`src/sv/bbc_pkg.sv`:
```
`timescale 1ns / 1ps
`default_nettype none
// ----------------------------------------------------------------------------
// bbc_pkg
// Shared types, result kinds and bracket character helpers for the bracket
// balance checker.
// ----------------------------------------------------------------------------
package bbc_pkg;

   localparam int DefaultStackDepth = 16;

   // Result kinds carried on rsp_tuser.
   typedef enum logic [2:0] {
      KIND_FULL      = 3'd0,
      KIND_NO_OPENER = 3'd1,
      KIND_NO_CLOSER = 3'd2,
      KIND_CORRECT   = 3'd3,
      KIND_WRONG     = 3'd4
   } kind_type;

   // Two-bit codes held on the stack.
   localparam logic [1:0] CODE_PAREN = 2'd0;
   localparam logic [1:0] CODE_BRACE = 2'd1;
   localparam logic [1:0] CODE_SQUARE = 2'd2;

   localparam logic [7:0] CHAR_OPEN_PAREN = 8'h28;
   localparam logic [7:0] CHAR_OPEN_BRACE = 8'h7B;
   localparam logic [7:0] CHAR_OPEN_SQUARE = 8'h5B;
   localparam logic [7:0] CHAR_CLOSE_PAREN = 8'h29;
   localparam logic [7:0] CHAR_CLOSE_BRACE = 8'h7D;
   localparam logic [7:0] CHAR_CLOSE_SQUARE = 8'h5D;

   typedef struct packed {
      logic       hit;
      logic [1:0] code;
   } match_type;

   function automatic match_type opener_of(input logic [7:0] ch);
      match_type m;
      m.hit = 1'b1;
      m.code = CODE_PAREN;
      case (ch)
         CHAR_OPEN_PAREN:  m.code = CODE_PAREN;
         CHAR_OPEN_BRACE:  m.code = CODE_BRACE;
         CHAR_OPEN_SQUARE: m.code = CODE_SQUARE;
         default:          m.hit = 1'b0;
      endcase
      return m;
   endfunction

   function automatic match_type closer_of(input logic [7:0] ch);
      match_type m;
      m.hit = 1'b1;
      m.code = CODE_PAREN;
      case (ch)
         CHAR_CLOSE_PAREN:  m.code = CODE_PAREN;
         CHAR_CLOSE_BRACE:  m.code = CODE_BRACE;
         CHAR_CLOSE_SQUARE: m.code = CODE_SQUARE;
         default:           m.hit = 1'b0;
      endcase
      return m;
   endfunction

   function automatic logic [7:0] opener_char(input logic [1:0] code);
      logic [7:0] ch;
      case (code)
         CODE_BRACE:  ch = CHAR_OPEN_BRACE;
         CODE_SQUARE: ch = CHAR_OPEN_SQUARE;
         default:     ch = CHAR_OPEN_PAREN;
      endcase
      return ch;
   endfunction

endpackage
`default_nettype wire

```
`src/sv/bracket_balance_checker_top.sv`:
```
`timescale 1ns / 1ps
`default_nettype none
// ----------------------------------------------------------------------------
// bracket_balance_checker_top
// Checks bracket balance of a character stream with an opener stack held in
// a synchronous memory.
// ----------------------------------------------------------------------------
// Usage:
//   req_* carries one character per transaction in req_tdata; req_tlast marks
//   the end of an expression (its character is ignored). rsp_* returns the
//   results: rsp_tuser is the kind, rsp_tdata the bracket concerned (zero for
//   correct and wrong), rsp_tlast marks the final result of one input
//   transaction. Characters that cause no result give no rsp transaction.
//   Each input transaction passes through the stack path in order: the top
//   entry is read from the stack memory while the character is taken, then
//   it is compared and pushed or popped. A transaction that yields results
//   occupies the block until its last result has been taken. At an end
//   marker the stack is drained top first, one no-closer result per unclosed
//   opener, and then one wrong result follows. While rsp_tready is low the
//   pending result is held and no new request is taken. Reset empties the
//   stack and clears the abort flag; the memory contents need no clearing
//   since only written entries are read.
// ----------------------------------------------------------------------------
module bracket_balance_checker_top #(
   parameter int STACK_DEPTH = bbc_pkg::DefaultStackDepth
) (
   input  wire logic       clock,
   input  wire logic       reset,
   input  wire logic       req_tvalid,
   output logic            req_tready,
   input  wire logic [7:0] req_tdata,   // [7:0] symbol
   input  wire logic       req_tlast,   // end_marker
   output logic            rsp_tvalid,
   input  wire logic       rsp_tready,
   output logic [7:0]      rsp_tdata,   // [7:0] bracket
   output logic [2:0]      rsp_tuser,   // [2:0] kind
   output logic            rsp_tlast    // last
);

   localparam int AddrW = (STACK_DEPTH > 1) ? $clog2(STACK_DEPTH) : 1;
   localparam int DepthW = $clog2(STACK_DEPTH + 1);
   localparam logic [DepthW-1:0] FullDepth = DepthW'(STACK_DEPTH);

   typedef enum logic [1:0] {
      ST_IDLE,
      ST_EXEC,
      ST_DRAIN,
      ST_HOLD
   } state_type;

   typedef enum logic [1:0] {
      AFTER_IDLE,
      AFTER_DRAIN,
      AFTER_WRONG
   } after_type;

   logic [1:0] stack_mem [STACK_DEPTH];
   logic [1:0] rd_data_ff;
   logic [AddrW-1:0] rd_addr;
   logic [DepthW-1:0] depth_minus_one;
   logic wr_en;
   logic [1:0] wr_code;

   state_type state_ff, state_in;
   after_type after_ff, after_in;
   logic [DepthW-1:0] depth_ff, depth_in;
   logic aborted_ff, aborted_in;
   logic [7:0] sym_ff, sym_in;
   logic end_ff, end_in;
   logic valid_ff, valid_in;
   logic [7:0] bracket_ff, bracket_in;
   logic [2:0] kind_ff, kind_in;
   logic last_ff, last_in;

   bbc_pkg::match_type open_m;
   bbc_pkg::match_type close_m;

   // The top entry is always read at depth - 1; a push or pop updates depth
   // before the registered read for the next compare or drain step is taken.
   assign depth_minus_one = depth_ff - DepthW'(1);
   assign rd_addr = depth_minus_one[AddrW-1:0];

   always_ff @(posedge clock) begin
      if (wr_en) begin
         stack_mem[depth_ff[AddrW-1:0]] <= wr_code;
      end
      rd_data_ff <= stack_mem[rd_addr];
   end

   assign open_m = bbc_pkg::opener_of(sym_ff);
   assign close_m = bbc_pkg::closer_of(sym_ff);

   always_comb begin
      state_in = state_ff;
      after_in = after_ff;
      depth_in = depth_ff;
      aborted_in = aborted_ff;
      sym_in = sym_ff;
      end_in = end_ff;
      valid_in = valid_ff;
      bracket_in = bracket_ff;
      kind_in = kind_ff;
      last_in = last_ff;
      wr_en = 1'b0;
      wr_code = open_m.code;

      unique case (state_ff)
         ST_IDLE: begin
            if (req_tvalid) begin
               sym_in = req_tdata;
               end_in = req_tlast;
               state_in = ST_EXEC;
            end
         end
         ST_EXEC: begin
            state_in = ST_IDLE;
            if (end_ff) begin
               if (aborted_ff) begin
                  aborted_in = 1'b0;
                  depth_in = '0;
               end else if (depth_ff == '0) begin
                  valid_in = 1'b1;
                  kind_in = bbc_pkg::KIND_CORRECT;
                  bracket_in = '0;
                  last_in = 1'b1;
                  after_in = AFTER_IDLE;
                  state_in = ST_HOLD;
               end else begin
                  state_in = ST_DRAIN;
               end
            end else if (!aborted_ff) begin
               if (open_m.hit) begin
                  if (depth_ff == FullDepth) begin
                     valid_in = 1'b1;
                     kind_in = bbc_pkg::KIND_FULL;
                     bracket_in = sym_ff;
                     last_in = 1'b1;
                     after_in = AFTER_IDLE;
                     state_in = ST_HOLD;
                  end else begin
                     wr_en = 1'b1;
                     depth_in = depth_ff + DepthW'(1);
                  end
               end else if (close_m.hit) begin
                  if (depth_ff == '0) begin
                     valid_in = 1'b1;
                     kind_in = bbc_pkg::KIND_NO_OPENER;
                     bracket_in = sym_ff;
                     last_in = 1'b0;
                     aborted_in = 1'b1;
                     after_in = AFTER_WRONG;
                     state_in = ST_HOLD;
                  end else if (rd_data_ff == close_m.code) begin
                     depth_in = depth_minus_one;
                  end
               end
            end
         end
         ST_DRAIN: begin
            valid_in = 1'b1;
            kind_in = bbc_pkg::KIND_NO_CLOSER;
            bracket_in = bbc_pkg::opener_char(rd_data_ff);
            last_in = 1'b0;
            depth_in = depth_minus_one;
            after_in = (depth_ff == DepthW'(1)) ? AFTER_WRONG : AFTER_DRAIN;
            state_in = ST_HOLD;
         end
         ST_HOLD: begin
            if (rsp_tready) begin
               valid_in = 1'b0;
               unique case (after_ff)
                  AFTER_DRAIN: state_in = ST_DRAIN;
                  AFTER_WRONG: begin
                     valid_in = 1'b1;
                     kind_in = bbc_pkg::KIND_WRONG;
                     bracket_in = '0;
                     last_in = 1'b1;
                     after_in = AFTER_IDLE;
                  end
                  default: state_in = ST_IDLE;
               endcase
            end
         end
         default: state_in = ST_IDLE;
      endcase
   end

   always_ff @(posedge clock) begin
      if (reset) begin
         state_ff <= ST_IDLE;
         after_ff <= AFTER_IDLE;
         depth_ff <= '0;
         aborted_ff <= 1'b0;
         valid_ff <= 1'b0;
      end else begin
         state_ff <= state_in;
         after_ff <= after_in;
         depth_ff <= depth_in;
         aborted_ff <= aborted_in;
         valid_ff <= valid_in;
      end
      sym_ff <= sym_in;
      end_ff <= end_in;
      bracket_ff <= bracket_in;
      kind_ff <= kind_in;
      last_ff <= last_in;
   end

   assign req_tready = (state_ff == ST_IDLE);
   assign rsp_tvalid = valid_ff;
   assign rsp_tdata = bracket_ff;
   assign rsp_tuser = kind_ff;
   assign rsp_tlast = last_ff;

endmodule
`default_nettype wire

```
`config.mk`:
```
export PLATFORM = sky130hd
export DESIGN_NAME = bracket_balance_checker_top
export DESIGN_NICKNAME = d
export VERILOG_FILES = /design/src/sv/bbc_pkg.sv /design/src/sv/bracket_balance_checker_top.sv
export SDC_FILE = /design/constraint.sdc
export NUM_CORES = 1
export LEC_CHECK = 0
export ABC_CLOCK_PERIOD_IN_PS = 3000
export BUFFER_PORTS_ARGS = -buffer_cell sky130_fd_sc_hd__buf_2
export CAP_MARGIN = 20
export CELL_PAD_IN_SITES_DETAIL_PLACEMENT = 1
export CELL_PAD_IN_SITES_GLOBAL_PLACEMENT = 1
export CORE_MARGIN = 2
export CORE_UTILIZATION = 42
export DETAILED_ROUTE_END_ITERATION = 8
export PLACE_DENSITY_LB_ADDON = 0.12
export SYNTH_ARGS = -nofsm -noshare
export SYNTH_HDL_FRONTEND = slang
export SYNTH_SLANG_ARGS = --single-unit
export TNS_END_PERCENT = 1
```
`constraint.sdc`:
```
create_clock -name clock -period 3 [get_ports clock]
set_input_delay 0.45 -clock clock [delete_from_list [all_inputs] [get_ports clock]]
set_output_delay 0.45 -clock clock [all_outputs]
set_load 0.01 [all_outputs]
```
==> results.toml <==
[clock_tree]
clk_pin_slew_ns = 0.07
cts_tree = "done"
hold_buffers = 0
clock-root-buffer = "clkbuf_8"
cts_resized = 0
clock_latency_ns = 0.34
cts_setup_buffers = 0
cts_buffer_depth = 2
cts_buffers = 9
clock_sinks = 66
htree_levels = 3

[timing]
max_slew_margin = 0.644
worstMarginPinSlew_ns = 0.532
final_max_slew_viol_count = 0
setup_tns_ns = 0
fin_ws_ns = 0.336
setup_viol = 0
period_needed_ns = 2.66
max_freq_ghz = 0.375
fin_crit_sh = 0.888
finalHoldViolCount = 0
clock_skew_ns = 0.0111
grt_setup_unrepaired = "no"

[setup_path]
ff2ff_setup_slack_ns = 0.34
cp.required_ns = 3.04
critPathBufInv = 0
reg2reg_depth = 6
crit_arrival_ns = 2.70
crit_path_cell_trace = "nand4_1, or4b_1, a21oi_2, and3_1, nand2_1, nor2_1"
timing.rr.start = "sym_ff[6]"
end_kind = "flop"
cp_top_family = "simple AND/OR/NAND/NOR gates"
r2r_end = "stack_mem[8][1]"
worstPathMaxFanout = 9
worstSetupPathType = "reg2reg"
cp_slowest_cell = "or4b_1"
crit_path_max_incr_delay_ns = 0.73
startpoint_type = "flop"

[synth]
synth-async-reset-ratio = 0
syn_inst = 238
synthFlopType = "edfxtp_1"
yosysMostFrequentCell = "edfxtp_1"
synth_area_leaders = "edfxtp_1, dfxtp_1, mux4_2, nor2_1, ha_1"
synth_top_cell_area_share = 0.515
ys_seq_area_frac = 0.599
synth_edf_count = 53
syn_nets = 257
syn-cell-area_sq_um = 3090
ys_types = 51
yosys.area.top_type = "edfxtp_1"
avgSynthCellArea_sq_um = 13.0
yosys-top-cells-count = "edfxtp_1, nor2_1, nand2_1"
yosysWarningCount = 0
ys_seq_elements = 66

[flow_run]
max_cap_violations = 0

[floorplan]
std_cell_rows = 31
initial_core_util = 0.431
io_pins = 27
die_w_um = 89.8
die_y_um = 89.8
core_sq_um = 7180
die_area_sq_um = 8060

[detailed_routing]
drc = 0
via_per_inst = 5.33
drt.antenna.violating_nets = 0
wire_per_inst_um = 17.8
drtIter0Drc = 68
dr_total_vias = 1988
routed_wl_um = 6630
drtPass1Iterations = 4

[min_path]
whs_path_depth = 1
min_from = "req_tdata[6]"
hold_path_class = "in2reg"
holdPathEnd = "sym_ff[6]"

[final_layout]
area_growth_pct = 13.8
diodes = 0
nNetsFinal = 288
nFillCells = 758
drive_gt1_frac = 0.230
fin_util = 0.490

[grt]
grt_use_met3 = 0.0360
grt_max_degree = 17
grt_pass1_vias = 2101
antenna_found_initial = 0
use_met1 = 0.242
grt_overflow_total = 0
grt_first_pass_wirelength_um = 11300
grt_use_met2 = 0.290
grt_usage = 0.180
busiest_layer = "met2"

[power]
peakVddDrop_uv = 316
static-leakage-power_nw = 1.25
p_per_area_nw_per_um2 = 644

[run_status]
status = "finished clean"

[placement]
gp_congestion = 0.755
hpwlAfterDp_um = 4740
dpl_worst_slack_ns = 0.372
port_buffers = 26
-- cells in the final DEF (no fill, tap or decap), types with 6 or more instances in the layout --
| cell | n |
|---|---|
| a21oi_1 | 9 |
| o21ai_0 | 6 |
| buf_2 | 26 |
| edfxtp_1 | 53 |
| ha_1 | 6 |
| nor2_1 | 30 |
| clkbuf_8 | 9 |
| dfxtp_1 | 13 |
| inv_1 | 7 |
| nand2_1 | 20 |
| mux4_2 | 10 |
-- cell type report --
class	instances	area [sq um]	area share
clock buffer	12	135	0.0384
timing repair buffer	30	160	0.0455
sequential	66	1850	0.527
multi-input combinational	155	1170	0.332
clock inverter	4	52.6	0.0149
inverter	7	26.3	0.00747
tap	99	124	0.0352
-- state kept, by name, summed over array words and instances, names as in the netlist --
register / count
aborted_ff: 1
after_ff: 2
depth_ff: 5
end_ff: 1
rd_data_ff: 2
rsp_tdata: 8
rsp_tlast: 1
rsp_tuser: 3
rsp_tvalid: 1
stack_mem: 32
state_ff: 2
sym_ff: 8
-- logic make-up after synthesis --
kind of cell | count (synthesis) | share of synthesized area
compound gates | 39 | 0.0979
xor+xnor | 5 | 0.0142
fa+ha+maj | 6 | 0.0243
buf+inv | 17 | 0.0235
flops | 66 | 0.599
mux | 14 | 0.0866
simple gates | 91 | 0.155
-- power breakdown --
group / total (W) / switching [W] / internal [W] / leakage [nW]
clock network: 0.000733 / 0.000346 / 0.000387 / 0.0945
logic: 0.000414 / 0.000238 / 0.000176 / 0.537
registers: 0.00112 / 0.0000569 / 0.00106 / 0.617
total: 0.00226 / 0.000641 / 0.00162 / 1.25
-- worst max path at each step --
stage                     startpoint  cells past startpoint  slack, ns         endpoint
after floorplan            sym_ff[2]                      6       0.40      after_ff[1]
after global placement     sym_ff[3]                      6       0.48  stack_mem[8][0]
after detailed placement   sym_ff[3]                      6       0.37  stack_mem[8][1]
after CTS                  sym_ff[6]                      6       0.39  stack_mem[8][0]
after global routing       sym_ff[6]                      6       0.18  stack_mem[8][1]
final                      sym_ff[6]                      6       0.34  stack_mem[8][1]
-- worst register-to-register path, delay by kind of cell, from the launching register on --
family	cells	cell delay, ns
compound gates	1	0.36
flops	1	0.41
simple gates	5	1.58
-- routing by layer --
metal	vias to the layer above	routed length [um]
met4	0	119
li1	956	-
met1	991	3080
met2	32	3250
met3	9	181
met5	-	0
-- per-stage QoR --
stage / cells / hold slack, ns / cell area, sq um / power, W
floorplan: 238 / 0.462 / 3090 / 0.00142
global placement: 357 / 0.443 / 3330 / 0.00155
detailed placement: 357 / 0.457 / 3330 / 0.00156
CTS: 373 / 0.271 / 3520 / 0.00229
global route: 373 / 0.268 / 3520 / 0.00237
finish: 373 / 0.283 / 3520 / 0.00226
Power figures use the tool's default switching activity.
